$ cat src/rtl/core/gdd_pkg.sv
package gdd_pkg;

    // Default year width; the year wraps modulo 2**YEAR_BITS.
    localparam int YEAR_BITS_DEF = 16;

    // Field widths fixed by the interface.
    localparam int CMD_W   = 3;
    localparam int COUNT_W = 15;
    localparam int DAY_W   = 5;
    localparam int MONTH_W = 4;

    // Day-step counter holds up to step_count * 7.
    localparam int STEPS_W = COUNT_W + 3;

    // Year multiplier is at most 1000, so 10 bits.
    localparam int MULT_W = 10;
    localparam int PROD_W = COUNT_W + MULT_W;

    // Residue of the year modulo 25 (needed for the century rules).
    localparam int RES_W = 5;
    localparam logic [RES_W-1:0] RES_MOD = 5'd25;

    // Unit command codes. The last code selects no unit.
    typedef enum logic [CMD_W-1:0] {
        CMD_DAYS      = 3'd0,
        CMD_WEEKS     = 3'd1,
        CMD_MONTHS    = 3'd2,
        CMD_YEARS     = 3'd3,
        CMD_DECADES   = 3'd4,
        CMD_CENTURIES = 3'd5,
        CMD_MILLENNIA = 3'd6,
        CMD_UNUSED    = 3'd7
    } t_cmd;

    // Controller states.
    typedef enum logic [2:0] {
        S_IDLE,
        S_MOD,
        S_LOOP,
        S_SUB,
        S_DONE
    } t_state;

    // Commands from the controller to the datapath.
    typedef struct packed {
        logic load;
        logic mod_step;
        logic date_step;
        logic year_sub;
    } t_dp_cmd;

    // Status from the datapath to the controller.
    typedef struct packed {
        logic mod_last;
        logic steps_zero;
    } t_dp_status;

    localparam logic [DAY_W-1:0] MONTH_LEN [12] = '{
        5'd31, 5'd28, 5'd31, 5'd30, 5'd31, 5'd30,
        5'd31, 5'd31, 5'd30, 5'd31, 5'd30, 5'd31
    };

    // Number of days in a month (1..12), given whether the year is a leap year.
    function automatic logic [DAY_W-1:0] days_in(input logic [MONTH_W-1:0] month,
                                                 input logic leap);
        logic [DAY_W-1:0] len;
        len = 5'd31;
        if (month == 4'd2) begin
            len = leap ? 5'd29 : 5'd28;
        end else if (month >= 4'd1 && month <= 4'd12) begin
            len = MONTH_LEN[month - 4'd1];
        end
        return len;
    endfunction

    // Residue of 2**n modulo 25, evaluated at elaboration.
    function automatic int pow2_mod25(input int n);
        int v;
        v = 1;
        for (int i = 0; i < n; i++) begin
            v = v * 2;
            if (v >= 25) begin
                v = v - 25;
            end
        end
        return v;
    endfunction

endpackage

$ cat src/rtl/core/gregorian_date_decrement.sv
// A year, decade, century or millennium command runs from the start transfer through the year
// subtraction to the done strobe, an unused command goes straight to done, and a day, week or
// month command forms the year residue, then steps back N times (N up to 229369) before done.
// The day and month loop does one step per cycle; the year residue unit registers two folds.
// A new start transfer is taken in the cycle that shows the result; the receiver cannot stall.
// Reset is synchronous and active low; it returns the controller to idle, no result pending.
module gregorian_date_decrement #(
    parameter int YEAR_BITS = gdd_pkg::YEAR_BITS_DEF
) (
    input  logic                             i_clk,
    input  logic                             i_rst_n,
    input  logic                             start,
    output logic                             busy,
    input  logic [gdd_pkg::CMD_W-1:0]        i_command,
    input  logic [gdd_pkg::COUNT_W-1:0]      i_step_count,
    input  logic [gdd_pkg::DAY_W-1:0]        i_start_day,
    input  logic [gdd_pkg::MONTH_W-1:0]      i_start_month,
    input  logic signed [YEAR_BITS-1:0]      i_start_year,
    output logic                             o_done,
    output logic [gdd_pkg::DAY_W-1:0]        o_result_day,
    output logic [gdd_pkg::MONTH_W-1:0]      o_result_month,
    output logic signed [YEAR_BITS-1:0]      o_result_year
);

    gdd_pkg::t_dp_cmd    dp_cmd;
    gdd_pkg::t_dp_status dp_status;

    // Sequencing of load, residue, stepping and year subtraction.
    gdd_ctrl u_ctrl (
        .i_clk     (i_clk),
        .i_rst_n   (i_rst_n),
        .i_start   (start),
        .i_command (i_command),
        .i_status  (dp_status),
        .o_cmd     (dp_cmd),
        .o_busy    (busy),
        .o_done    (o_done)
    );

    // Date registers and step arithmetic.
    gdd_datapath #(
        .YEAR_BITS (YEAR_BITS)
    ) u_datapath (
        .i_clk          (i_clk),
        .i_cmd          (dp_cmd),
        .i_command      (i_command),
        .i_step_count   (i_step_count),
        .i_start_day    (i_start_day),
        .i_start_month  (i_start_month),
        .i_start_year   (i_start_year),
        .o_status       (dp_status),
        .o_result_day   (o_result_day),
        .o_result_month (o_result_month),
        .o_result_year  (o_result_year)
    );

`ifndef SYNTH
    // A result strobe leaves the block ready for the next transfer.
    a_done_ready: assert property (@(posedge i_clk) disable iff (!i_rst_n)
        o_done |-> !busy)
        else $error("done strobe while busy");

    // Year-type commands finish in a fixed number of cycles.
    a_year_latency: assert property (@(posedge i_clk) disable iff (!i_rst_n)
        (start && !busy && (i_command == gdd_pkg::CMD_YEARS ||
         i_command == gdd_pkg::CMD_DECADES || i_command == gdd_pkg::CMD_CENTURIES ||
         i_command == gdd_pkg::CMD_MILLENNIA)) |-> ##2 o_done)
        else $error("year command did not finish in time");

    // A transfer with the unused code completes in the next cycle.
    a_unused_latency: assert property (@(posedge i_clk) disable iff (!i_rst_n)
        (start && !busy && i_command == gdd_pkg::CMD_UNUSED) |=> o_done)
        else $error("unused command did not pass through");

    // Results always carry a valid month and a nonzero day.
    a_result_range: assert property (@(posedge i_clk) disable iff (!i_rst_n)
        o_done |-> (o_result_month >= 4'd1 && o_result_month <= 4'd12 &&
                    o_result_day != 5'd0))
        else $error("result date out of range");
`endif

endmodule

$ cat src/rtl/core/gdd_ctrl.sv
module gdd_ctrl (
    input  logic                       i_clk,
    input  logic                       i_rst_n,
    input  logic                       i_start,
    input  logic [gdd_pkg::CMD_W-1:0]  i_command,
    input  gdd_pkg::t_dp_status        i_status,
    output gdd_pkg::t_dp_cmd           o_cmd,
    output logic                       o_busy,
    output logic                       o_done
);

    gdd_pkg::t_state r_state;
    gdd_pkg::t_state n_state;

    // State register.
    always_ff @(posedge i_clk) begin
        if (!i_rst_n) begin
            r_state <= gdd_pkg::S_IDLE;
        end else begin
            r_state <= n_state;
        end
    end

    // Next state.
    always_comb begin
        n_state = r_state;
        case (r_state)
            gdd_pkg::S_IDLE, gdd_pkg::S_DONE: begin
                if (i_start) begin
                    case (gdd_pkg::t_cmd'(i_command))
                        gdd_pkg::CMD_DAYS,
                        gdd_pkg::CMD_WEEKS,
                        gdd_pkg::CMD_MONTHS:    n_state = gdd_pkg::S_MOD;
                        gdd_pkg::CMD_YEARS,
                        gdd_pkg::CMD_DECADES,
                        gdd_pkg::CMD_CENTURIES,
                        gdd_pkg::CMD_MILLENNIA: n_state = gdd_pkg::S_SUB;
                        default:                n_state = gdd_pkg::S_DONE;
                    endcase
                end else begin
                    n_state = gdd_pkg::S_IDLE;
                end
            end
            gdd_pkg::S_MOD: begin
                if (i_status.mod_last) begin
                    n_state = gdd_pkg::S_LOOP;
                end
            end
            gdd_pkg::S_LOOP: begin
                if (i_status.steps_zero) begin
                    n_state = gdd_pkg::S_DONE;
                end
            end
            gdd_pkg::S_SUB: n_state = gdd_pkg::S_DONE;
            default:        n_state = gdd_pkg::S_IDLE;
        endcase
    end

    // Outputs. The done cycle also takes a new transfer, since the result
    // is sampled at the same edge that loads the next item.
    always_comb begin
        o_busy          = 1'b1;
        o_done          = 1'b0;
        o_cmd.load      = 1'b0;
        o_cmd.mod_step  = 1'b0;
        o_cmd.date_step = 1'b0;
        o_cmd.year_sub  = 1'b0;
        case (r_state)
            gdd_pkg::S_IDLE: begin
                o_busy     = 1'b0;
                o_cmd.load = i_start;
            end
            gdd_pkg::S_DONE: begin
                o_busy     = 1'b0;
                o_done     = 1'b1;
                o_cmd.load = i_start;
            end
            gdd_pkg::S_MOD:  o_cmd.mod_step  = 1'b1;
            gdd_pkg::S_LOOP: o_cmd.date_step = !i_status.steps_zero;
            gdd_pkg::S_SUB:  o_cmd.year_sub  = 1'b1;
            default: begin
                o_busy = 1'b1;
            end
        endcase
    end

endmodule

$ cat src/rtl/core/gdd_datapath.sv
module gdd_datapath #(
    parameter int YEAR_BITS = gdd_pkg::YEAR_BITS_DEF
) (
    input  logic                             i_clk,
    input  gdd_pkg::t_dp_cmd                 i_cmd,
    input  logic [gdd_pkg::CMD_W-1:0]        i_command,
    input  logic [gdd_pkg::COUNT_W-1:0]      i_step_count,
    input  logic [gdd_pkg::DAY_W-1:0]        i_start_day,
    input  logic [gdd_pkg::MONTH_W-1:0]      i_start_month,
    input  logic signed [YEAR_BITS-1:0]      i_start_year,
    output gdd_pkg::t_dp_status              o_status,
    output logic [gdd_pkg::DAY_W-1:0]        o_result_day,
    output logic [gdd_pkg::MONTH_W-1:0]      o_result_month,
    output logic signed [YEAR_BITS-1:0]      o_result_year
);

    localparam int WIDE_W = (gdd_pkg::PROD_W > YEAR_BITS) ? gdd_pkg::PROD_W : YEAR_BITS;
    localparam int RES_W  = gdd_pkg::RES_W;
    localparam int FOLD_W = 12;
    localparam logic [RES_W-1:0] POW_RES = RES_W'(gdd_pkg::pow2_mod25(YEAR_BITS));
    localparam logic [RES_W-1:0] NEG_RES = gdd_pkg::RES_MOD - POW_RES;
    localparam logic [YEAR_BITS-1:0] YEAR_ONE = {{(YEAR_BITS-1){1'b0}}, 1'b1};
    localparam logic [YEAR_BITS-1:0] YEAR_MIN = {1'b1, {(YEAR_BITS-1){1'b0}}};

    logic [gdd_pkg::DAY_W-1:0]   r_day;
    logic [gdd_pkg::MONTH_W-1:0] r_month;
    logic [YEAR_BITS-1:0]        r_year;
    logic [gdd_pkg::STEPS_W-1:0] r_steps;
    logic [WIDE_W-1:0]           r_prod;
    logic [FOLD_W-1:0]           r_fold;
    logic                        r_mod_phase;
    logic [RES_W-1:0]            r_res;
    logic                        r_month_mode;

    logic [gdd_pkg::DAY_W-1:0]   fix_day;
    logic [gdd_pkg::MONTH_W-1:0] fix_month;
    logic [gdd_pkg::STEPS_W-1:0] load_steps;
    logic [gdd_pkg::MULT_W-1:0]  mult;
    logic [gdd_pkg::PROD_W-1:0]  prod_full;
    logic [WIDE_W-1:0]           n_prod;
    logic [31:0]                 year_ext;
    logic [FOLD_W-1:0]           fold_sum;
    logic [10:0]                 fold_hi;
    logic [7:0]                  fold_mid;
    logic [6:0]                  fold_lo;
    logic [RES_W-1:0]            res_fold;
    logic                        leap;
    logic [gdd_pkg::DAY_W-1:0]   n_day;
    logic [gdd_pkg::MONTH_W-1:0] n_month;
    logic                        year_dec;
    logic [RES_W:0]              wrap_sum;
    logic [RES_W-1:0]            res_dec;
    logic [gdd_pkg::MONTH_W-1:0] prev_month;
    logic [gdd_pkg::DAY_W-1:0]   lim;

    // Input fix-ups: day zero reads as 1, months clamp into 1..12.
    always_comb begin
        fix_day   = (i_start_day == '0) ? 5'd1 : i_start_day;
        fix_month = i_start_month;
        if (i_start_month == '0) begin
            fix_month = 4'd1;
        end else if (i_start_month > 4'd12) begin
            fix_month = 4'd12;
        end
    end

    // Step count and year multiplier selected by the command.
    always_comb begin
        load_steps = {3'b000, i_step_count};
        mult       = 10'd1;
        case (gdd_pkg::t_cmd'(i_command))
            gdd_pkg::CMD_WEEKS:     load_steps = {i_step_count, 3'b000} - {3'b000, i_step_count};
            gdd_pkg::CMD_DECADES:   mult = 10'd10;
            gdd_pkg::CMD_CENTURIES: mult = 10'd100;
            gdd_pkg::CMD_MILLENNIA: mult = 10'd1000;
            default:                mult = 10'd1;
        endcase
        prod_full = {{gdd_pkg::MULT_W{1'b0}}, i_step_count} *
                    {{gdd_pkg::COUNT_W{1'b0}}, mult};
        n_prod    = WIDE_W'(prod_full);
    end

    // Year residue modulo 25, first fold. Since 2**10 is -1 modulo 25, the
    // 10-bit chunks of the year add and subtract alternately; a negative
    // year adds 25 minus the residue of 2**YEAR_BITS.
    always_comb begin
        year_ext = 32'(r_year);
        fold_sum = {2'b00, year_ext[9:0]} + {2'b00, year_ext[29:20]}
                 + (12'd1025 - {2'b00, year_ext[19:10]})
                 + (12'd25 - {10'd0, year_ext[31:30]});
        if (r_year[YEAR_BITS-1]) begin
            fold_sum = fold_sum + {7'd0, NEG_RES};
        end
    end

    // Second fold: one more 2**10 step, then two steps with 32 = 7 modulo 25,
    // and a final compare and subtract against 75, 50 and 25.
    always_comb begin
        fold_hi  = {1'b0, r_fold[9:0]} + 11'd25 - {9'd0, r_fold[11:10]};
        fold_mid = {fold_hi[10:5], 2'b00} + {1'b0, fold_hi[10:5], 1'b0}
                 + {2'b00, fold_hi[10:5]} + {3'b000, fold_hi[4:0]};
        fold_lo  = {2'b00, fold_mid[7:5], 2'b00} + {3'b000, fold_mid[7:5], 1'b0}
                 + {4'b0000, fold_mid[7:5]} + {2'b00, fold_mid[4:0]};
        if (fold_lo >= 7'd75) begin
            res_fold = RES_W'(fold_lo - 7'd75);
        end else if (fold_lo >= 7'd50) begin
            res_fold = RES_W'(fold_lo - 7'd50);
        end else if (fold_lo >= 7'd25) begin
            res_fold = RES_W'(fold_lo - 7'd25);
        end else begin
            res_fold = RES_W'(fold_lo);
        end
    end

    // Leap year: divisible by 4 and not by 100, or divisible by 400.
    assign leap = (r_year[1:0] == 2'b00) && ((r_res != '0) || (r_year[3:0] == 4'b0000));

    // One day or one month back.
    always_comb begin
        prev_month = (r_month == 4'd1) ? 4'd12 : (r_month - 4'd1);
        lim        = gdd_pkg::days_in(prev_month, leap);
        n_month    = r_month;
        n_day      = r_day;
        year_dec   = 1'b0;
        if (r_month_mode) begin
            n_month  = prev_month;
            year_dec = (r_month == 4'd1);
            n_day    = (r_day > lim) ? lim : r_day;
        end else if (r_day == 5'd1) begin
            n_month  = prev_month;
            year_dec = (r_month == 4'd1);
            n_day    = lim;
        end else begin
            n_day = r_day - 5'd1;
        end
    end

    // Residue after a year decrement, including the wrap to the top year.
    always_comb begin
        wrap_sum = {1'b0, r_res} + {1'b0, POW_RES};
        if (r_year == YEAR_MIN) begin
            if (wrap_sum == '0) begin
                res_dec = gdd_pkg::RES_MOD - 5'd1;
            end else if (wrap_sum > {1'b0, gdd_pkg::RES_MOD}) begin
                res_dec = RES_W'(wrap_sum - {1'b0, gdd_pkg::RES_MOD} - 6'd1);
            end else begin
                res_dec = RES_W'(wrap_sum - 6'd1);
            end
        end else begin
            res_dec = (r_res == '0) ? (gdd_pkg::RES_MOD - 5'd1) : (r_res - 5'd1);
        end
    end

    // Datapath registers.
    always_ff @(posedge i_clk) begin
        if (i_cmd.load) begin
            r_day        <= fix_day;
            r_month      <= fix_month;
            r_year       <= i_start_year;
            r_steps      <= load_steps;
            r_prod       <= n_prod;
            r_mod_phase  <= 1'b0;
            r_res        <= '0;
            r_month_mode <= (gdd_pkg::t_cmd'(i_command) == gdd_pkg::CMD_MONTHS);
        end else if (i_cmd.mod_step) begin
            if (r_mod_phase) begin
                r_res <= res_fold;
            end else begin
                r_fold <= fold_sum;
            end
            r_mod_phase <= 1'b1;
        end else if (i_cmd.date_step) begin
            r_day   <= n_day;
            r_month <= n_month;
            r_steps <= r_steps - 1'b1;
            if (year_dec) begin
                r_year <= r_year - YEAR_ONE;
                r_res  <= res_dec;
            end
        end else if (i_cmd.year_sub) begin
            r_year <= r_year - r_prod[YEAR_BITS-1:0];
        end
    end

    assign o_status.mod_last   = r_mod_phase;
    assign o_status.steps_zero = (r_steps == '0);

    assign o_result_day   = r_day;
    assign o_result_month = r_month;
    assign o_result_year  = r_year;

endmodule
$ cat config.mk
export PLATFORM = sky130hd
export DESIGN_NAME = gregorian_date_decrement
export DESIGN_NICKNAME = d
export VERILOG_FILES = /design/src/rtl/core/gdd_pkg.sv /design/src/rtl/core/gregorian_date_decrement.sv /design/src/rtl/core/gdd_ctrl.sv /design/src/rtl/core/gdd_datapath.sv
export SDC_FILE = /design/constraint.sdc
export NUM_CORES = 1
export LEC_CHECK = 0
export BUFFER_PORTS_ARGS = -buffer_cell sky130_fd_sc_hd__clkbuf_2
export CORE_MARGIN = 10
export CORE_UTILIZATION = 60
export CTS_BUF_LIST = sky130_fd_sc_hd__clkbuf_8
export DETAILED_ROUTE_END_ITERATION = 16
export GPL_ROUTABILITY_DRIVEN = 0
export HOLD_SLACK_MARGIN = 0.06
export PLACE_DENSITY = 0.85
export SLEW_MARGIN = 20
export SYNTH_ARGS = -nofsm -noshare
export SYNTH_HDL_FRONTEND = slang
export SYNTH_SLANG_ARGS = --single-unit
$ cat constraint.sdc
create_clock -name i_clk -period 16.7 [get_ports i_clk]
set_input_delay 3.34 -clock i_clk [delete_from_list [all_inputs] [get_ports i_clk]]
set_output_delay 3.34 -clock i_clk [all_outputs]
set_load 0.03 [all_outputs]
==> flow_metrics.py, run 1 <==
metrics = {
    "floorplanning": {
        "io_pins": 73,
        "initial_utilization_pct": 61.24,
        "die_area_mm2": 0.02429,
        "die_height_um": 155.9,
        "placeableCoreArea_mm2": 0.01809,
        "core.rowCount": 49,
        "die-width_um": 155.9,
    },
    "finish": {
        "final_net_count": 1583,
        "antenna_cells_inserted": 0,
        "syn2layout_area_growth_pct": 6.959,
        "n_fill_cell": 1449,
        "drive_above_1_share_pct": 9.682,
    },
    "synthesis": {
        "post_synth_main_area_contributors": "sky130_fd_sc_hd__edfxtp_1 (20%), sky130_fd_sc_hd__ha_1 (17%), sky130_fd_sc_hd__fa_1 (13%), sky130_fd_sc_hd__xnor2_1 (6.4%), sky130_fd_sc_hd__inv_1 (6.0%)",
        "synth_cell_types": 90,
        "synth_most_common_cell": "sky130_fd_sc_hd__inv_1",
        "synth_top_area_share_pct": 19.52,
        "proportion_of_synthesized_flip_flops_having_asynchronous_set_or_reset_pct": 0,
        "cell_count_after_synthesis": 1260,
        "yosys_warnings": 0,
        "synth_seq_cells": 81,
        "synth_area_leader_cell": "sky130_fd_sc_hd__edfxtp_1",
        "post_synth_most_frequent_cells": "sky130_fd_sc_hd__inv_1 (177), sky130_fd_sc_hd__ha_1 (147), sky130_fd_sc_hd__nor2_1 (112)",
        "synthesis.area_per_instance_um2": 8.790,
        "synth_flop_cell": "sky130_fd_sc_hd__edfxtp_1",
        "syn_area_mm2": 0.01108,
        "syn-num-nets": 1526,
        "sequential_area_share_after_synthesis_pct": 21.15,
        "number_of_enable_type_register_cells_in_the_synthesized_netlist": 72,
    },
    "worst_setup_path": {
        "timing.critical_path.max_delay_family": "adder cells",
        "critical_path_peak_fanout": 31,
        "cp.required_ns": 16.80,
        "worstSetupPathType": "in -> reg",
        "cp-end-kind": "flip-flop",
        "timing.critical_path.from_type": "input pin",
        "critPathBufInv": 4,
        "crit_path_top_delay_cell": "sky130_fd_sc_hd__nor2_1",
        "timing.critical_path.mode_cell": "sky130_fd_sc_hd__fa_1",
        "timing.critical_path.arrival_ns": 8.55,
        "max_stage_delay_ns": 0.68,
        "crit_path_cell_trace": "clkbuf_2 -> nor2_1 -> nand2_1 -> fa_1 -> inv_1 -> fa_1 -> inv_1 -> fa_1 -> fa_1 -> inv_1 -> fa_1 -> ha_1 -> a31oi_1 -> nor2b_1 -> o21ai_0 -> a211o_1 -> o21ai_0 -> xnor2_1",
    },
    "routing": {
        "drtAntennaViolNets": 0,
        "drt-initial-drc-count": 699,
        "routed-via-count": 8972,
        "post_drt_via_cell_ratio": 5.785,
        "drt_pre_antenna_iters": 5,
        "routed_wirelength_mm": 24.64,
        "wl_per_cell_um": 15.88,
        "final_routed_drc_violation_total": 0,
    },
    "global_route": {
        "grt_pass1_wl_mm": 41.63,
        "grt_antenna_before_repair": 0,
        "first_global_vias": 8951,
        "grt_usage_pct": 20.31,
        "gr-total-overflow": 0,
        "maximum_number_of_pins_on_one_net_before_global_route_repair": 52,
    },
    "clock_tree": {
        "cts_made_buffers": 9,
        "cts.path.max_buffers": 2,
        "clock-root-buffer": "sky130_fd_sc_hd__clkbuf_8",
        "insertion_delay_ns": 0.36,
        "number_of_buffers_inserted_for_hold_repair_after_clock_tree_synthesis": 0,
        "cts.repair_timing.setup_buffer_count": 0,
        "clk_pin_slew_ns": 0.09,
        "cts_htree_levels": 3,
        "clock_sinks": 81,
        "clock_tree_from_tritoncts": "done",
        "post_cts_resized": 0,
    },
    "timing": {
        "max-slew-margin-rel_pct": 40.08,
        "maxSlewViolCount": 0,
        "final-setup-viol-count": 0,
        "worst_pin_slew_ns": 0.8988,
        "timing_hold_violations_final": 0,
        "period_share_pct": 50.63,
        "period_minus_slack_ns": 8.455,
        "grt_setup_unrepaired": "false",
        "finalClockSkew_ns": 0.01351,
        "totalNegativeSetupSlack_ns": 0,
        "fmax_mhz": 118.3,
    },
    "job": {
        "max-cap-violations": 0,
    },
    "placed_design": {
        "dpl.hpwl_mm": 20.28,
        "port_buffers": 72,
    },
    "outcome": {
        "run_status": "complete, no violations",
    },
    "min_path": {
        "hp-class": "reg -> reg",
    },
}
worst min-delay path: stages, from the launching register on:
cell	delay [ns]
sky130_fd_sc_hd__dfxtp_1	0.35
sky130_fd_sc_hd__nor2_1	0.11
sky130_fd_sc_hd__nor2_1	0.05
area by class of cell:
type / instances / area (µm²) / share of cell area [%]
Tap cell: 229 / 286.5 / 2.419
Sequential cell: 81 / 2342 / 19.77
Timing Repair Buffer: 75 / 382.9 / 3.232
Clock buffer: 9 / 123.9 / 1.046
Inverter: 178 / 668.1 / 5.640
Clock inverter: 7 / 71.32 / 0.6020
Multi-Input combinational cell: 972 / 7971 / 67.29
final timing paths:
| check | cells past startpoint | slack, ns | endpoint | start |
|---|---|---|---|---|
| max | 18 | 8.25 | u_datapath.r_prod[15] | i_command[1] |
| min | 2 | 0.55 | u_datapath.r_mod_phase | u_datapath.r_mod_phase |
| min reg2reg | 2 | 0.55 | u_datapath.r_mod_phase | u_datapath.r_mod_phase |
| max reg2reg | 31 | 8.66 | u_datapath.r_res[4] | u_datapath.r_fold[11] |
cell families (layout without fill, tap and decap cells):
family | count (synthesis) | after routing | synth area share, %
compound gates | 251 | 251 | 15.45
xor+xnor | 120 | 120 | 9.964
fa+ha+maj | 221 | 221 | 29.89
buf+inv | 207 | 269 | 7.061
flops | 81 | 81 | 21.15
mux | 4 | 4 | 0.3728
simple gates | 376 | 376 | 16.11
state kept, by name, summed over array words and instances (netlist names):
signal / count
u_datapath.r_fold: 12
u_ctrl.r_state: 3
u_datapath.o_result_year: 16
u_datapath.r_steps: 18
u_datapath.o_result_day: 5
u_datapath.r_mod_phase: 1
u_datapath.r_prod: 16
u_datapath.o_result_month: 4
u_datapath.r_month_mode: 1
u_datapath.r_res: 5
metrics by stage:
stage | utilization [%] | setup slack (ns) | cells | hold WS (ns) | instance area [µm²]
final | 65.50 | 8.245 | 1551 | 0.5540 | 11850
after global routing | 65.50 | 7.986 | 1551 | 0.5962 | 11850
after CTS | 65.44 | 8.255 | 1551 | 0.5382 | 11840
after detailed placement | 64.36 | 7.867 | 1535 | 0.5292 | 11640
after global placement | 64.36 | 7.999 | 1535 | 0.5054 | 11640
after floorplan | - | 8.206 | 1260 | 0.4865 | 11080
layer usage:
layer / track usage (%) / part of all wire (%) / vias to the layer above
li1: - / - / 4409
met1: 24.80 / 42 / 4287
met2: 36.69 / 51 / 226
met3: 1.875 / 3.8 / 50
met4: 6.790 / 2.9 / 0
met5: 0 / 0 / -
cell usage in the layout, fill, tap and decap left out, drive strengths merged, types with 6 or more instances in the layout:
cell type,synthesis,routed
xor2,37,37
and2,9,9
ha,147,147
clkbuf,25,81
a211oi,20,20
nand2b,18,18
or3,7,7
edfxtp,72,72
nor4,6,6
o31ai,10,10
fa,73,73
and3,11,11
a21o,17,17
dfxtp,9,9
nand3,22,22
nand2,111,111
nor2b,13,13
a31oi,19,19
inv,178,177
a21oi,72,72
nor2,113,113
o21ai,44,44
o21a,7,7
o211ai,6,6
o21bai,13,13
xnor2,82,82
or2,12,12
nor3,33,33
Power of run 1 is not shown: default switching activity piles up to over one toggle a cycle in this logic, so the estimate is an artifact.
==> run 2: changes to the inputs <==
--- a/config.mk
+++ b/config.mk
@@ -7,12 +7,12 @@
 export LEC_CHECK = 0
 export BUFFER_PORTS_ARGS = -buffer_cell sky130_fd_sc_hd__clkbuf_2
 export CORE_MARGIN = 10
-export CORE_UTILIZATION = 60
+export CORE_UTILIZATION = 58
 export CTS_BUF_LIST = sky130_fd_sc_hd__clkbuf_8
 export DETAILED_ROUTE_END_ITERATION = 16
 export GPL_ROUTABILITY_DRIVEN = 0
 export HOLD_SLACK_MARGIN = 0.06
-export PLACE_DENSITY = 0.85
+export PLACE_DENSITY = 0.86
 export SLEW_MARGIN = 20
 export SYNTH_ARGS = -nofsm -noshare
 export SYNTH_HDL_FRONTEND = slang
==> constraint.sdc (replaced) <==
create_clock -name i_clk -period 7.7 [get_ports i_clk]
set_input_delay 1.54 -clock i_clk [delete_from_list [all_inputs] [get_ports i_clk]]
set_output_delay 1.54 -clock i_clk [all_outputs]
set_load 0.03 [all_outputs]
==> run 2 against run 1 <==
Against the previous run: clock-buffer cell count is the same; register-to-register slack lost 8.3 ns; flip-flop and latch count is the same; cell area grew 1.8%; routed wire length grew 3.5%; die area grew 3.0%; clock skew is essentially flat; core utilization shrank 1.2 points; hold slack lost 0.017 ns; final cell count grew 1.1%; critical path type is now reg -> reg.
==> flow_metrics.py, run 2 (synthesis results as in run 1) <==
metrics = {
    "outcome": {
        "run_status": "complete, no violations",
    },
    "clock_tree": {
        "number_of_buffers_inserted_for_hold_repair_after_clock_tree_synthesis": 0,
        "clock_sinks": 81,
        "insertion_delay_ns": 0.37,
        "cts_made_buffers": 9,
        "clock-root-buffer": "sky130_fd_sc_hd__clkbuf_8",
        "clk_pin_slew_ns": 0.09,
        "cts.path.max_buffers": 2,
        "clock_tree_from_tritoncts": "done",
        "cts_htree_levels": 3,
    },
    "routing": {
        "routed-via-count": 9088,
        "drt-initial-drc-count": 646,
        "post_drt_via_cell_ratio": 5.796,
        "drtAntennaViolNets": 0,
        "drt_pre_antenna_iters": 8,
        "final_routed_drc_violation_total": 0,
        "routed_wirelength_mm": 25.51,
        "wl_per_cell_um": 16.27,
    },
    "min_path": {
        "worstHoldEndpoint": "u_datapath.r_mod_phase",
        "hold-path-cell-count": 2,
        "hp-class": "reg -> reg",
        "hold_path_startpoint": "u_datapath.r_mod_phase",
    },
    "finish": {
        "top_register": "u_datapath.r_steps",
        "mostFrequentLayoutCells": "sky130_fd_sc_hd__inv_1 (175), sky130_fd_sc_hd__ha_1 (145), sky130_fd_sc_hd__nor2_1 (111), sky130_fd_sc_hd__nand2_1 (110), sky130_fd_sc_hd__xnor2_1 (79)",
        "final_net_count": 1595,
        "layout_commonest_cell": "sky130_fd_sc_hd__inv_1",
        "max_ffs_per_register": 18,
        "n_fill_cell": 1485,
        "design_area_mm2": 0.01206,
        "drive_above_1_share_pct": 11.84,
        "antenna_cells_inserted": 0,
        "syn2layout_area_growth_pct": 8.880,
    },
    "job": {
        "max-cap-violations": 0,
    },
    "global_route": {
        "maximum_number_of_pins_on_one_net_before_global_route_repair": 73,
        "met1_usage_pct": 24.28,
        "gr-total-overflow": 0,
        "first_global_vias": 9241,
        "grt_antenna_before_repair": 0,
        "grt_usage_pct": 20.69,
        "global_route.usage.met3_pct": 2.795,
        "grt_use_met2_pct": 36.82,
        "grt_pass1_wl_mm": 42.68,
        "busiest_grt_layer": "met2",
    },
    "worst_setup_path": {
        "critical_path.startpoint": "u_datapath.r_fold[11]",
        "critical_path_peak_fanout": 7,
        "timing.critical_path.from_type": "flip-flop",
        "worstSetupPathType": "reg -> reg",
        "cp-end-kind": "flip-flop",
        "max_stage_delay_ns": 0.51,
        "cp.required_ns": 7.96,
        "crit_path_top_delay_cell": "sky130_fd_sc_hd__fa_1",
        "r2r-end": "u_datapath.r_res[4]",
        "reg2reg_setup_slack_ns": 0.32,
        "reg2regPathDepth": 30,
        "reg2reg_from": "u_datapath.r_fold[11]",
        "timing.critical_path.mode_cell": "sky130_fd_sc_hd__ha_1",
        "timing.critical_path.arrival_ns": 7.65,
    },
    "timing": {
        "final-setup-viol-count": 0,
        "period_minus_slack_ns": 7.384,
        "finalClockSkew_ns": 0.01329,
        "worst_pin_slew_ns": 1.056,
        "maxSlewViolCount": 0,
        "max-slew-margin-rel_pct": 29.35,
        "period_share_pct": 95.90,
        "timing_hold_violations_final": 0,
        "fmax_mhz": 135.4,
    },
    "floorplanning": {
        "core.rowCount": 50,
        "die-width_um": 158.2,
        "die_area_mm2": 0.02502,
        "placeableCoreArea_mm2": 0.01877,
        "initial_utilization_pct": 59.01,
        "io_pins": 73,
        "die_height_um": 158.2,
    },
    "placed_design": {
        "port_buffers": 72,
        "placed_cell_area_mm2": 0.01167,
        "dpl.hpwl_mm": 20.70,
    },
}
## run 2: changes by cell type in the layout (fill, tap and decap cells not counted), sizes merged
cell	before	now
buf	3	15
bufinv	1	2
clkinvlp	2	1
## run 2: per-stage QoR
stage / setup TNS (ns) / hold WS, ns / worst slack [ns] / instances / utilization, %
after floorplan: 0 / 0.4865 / 0.5076 / 1260 / -
after global placement: 0 / 0.4976 / 0.2225 / 1543 / 62.17
after detailed placement: -0.03137 / 0.5079 / -0.03137 / 1543 / 62.17
after CTS: 0 / 0.5221 / 0.01140 / 1559 / 63.41
after global routing: -0.1033 / 0.5672 / -0.1033 / 1568 / 64.25
final: 0 / 0.5368 / 0.3158 / 1568 / 64.25
## run 2: final cells by class
type	instances	area, µm²	share of cell area [%]
Timing Repair Buffer	87	473.0	3.922
Inverter	178	668.1	5.541
Clock inverter	7	95.09	0.7885
Tap cell	234	292.8	2.428
Sequential cell	81	2342	19.42
Multi-Input combinational cell	972	8064	66.87
Clock buffer	9	123.9	1.027
## run 2: worst max-delay path by stage
stage,to,cells past startpoint
6_report,u_datapath.r_res[4],30
4_1_cts,u_datapath.r_res[4],30
3_5_place_dp,u_datapath.r_res[4],30
2_1_floorplan,u_datapath.r_res[4],30
5_1_grt,u_datapath.r_res[4],31
3_3_place_gp,u_datapath.r_res[4],30
## run 2: critical path: cells and delay by family (launching register included)
kind | cells | cell delay [ns]
xor+xnor | 4 | 0.87
buf+inv | 4 | 0.28
compound gates | 11 | 2.13
fa+ha+maj | 8 | 2.94
flops | 1 | 0.39
simple gates | 3 | 0.66
## run 2: timing repair
action | CTS | global route
gates resized for setup | 3 | 17
endpoints found under the setup margin | 1 | 5
pin swaps | 0 | 7
setup buffers | 0 | 9
## run 2: metal layers
layer / routed length, µm / share of wire (%)
met1: 10260 / 40
met2: 13040 / 51
met3: 1257 / 4.9
met4: 952 / 3.7
met5: 0 / 0
Power of run 2 is left out for the same reason.
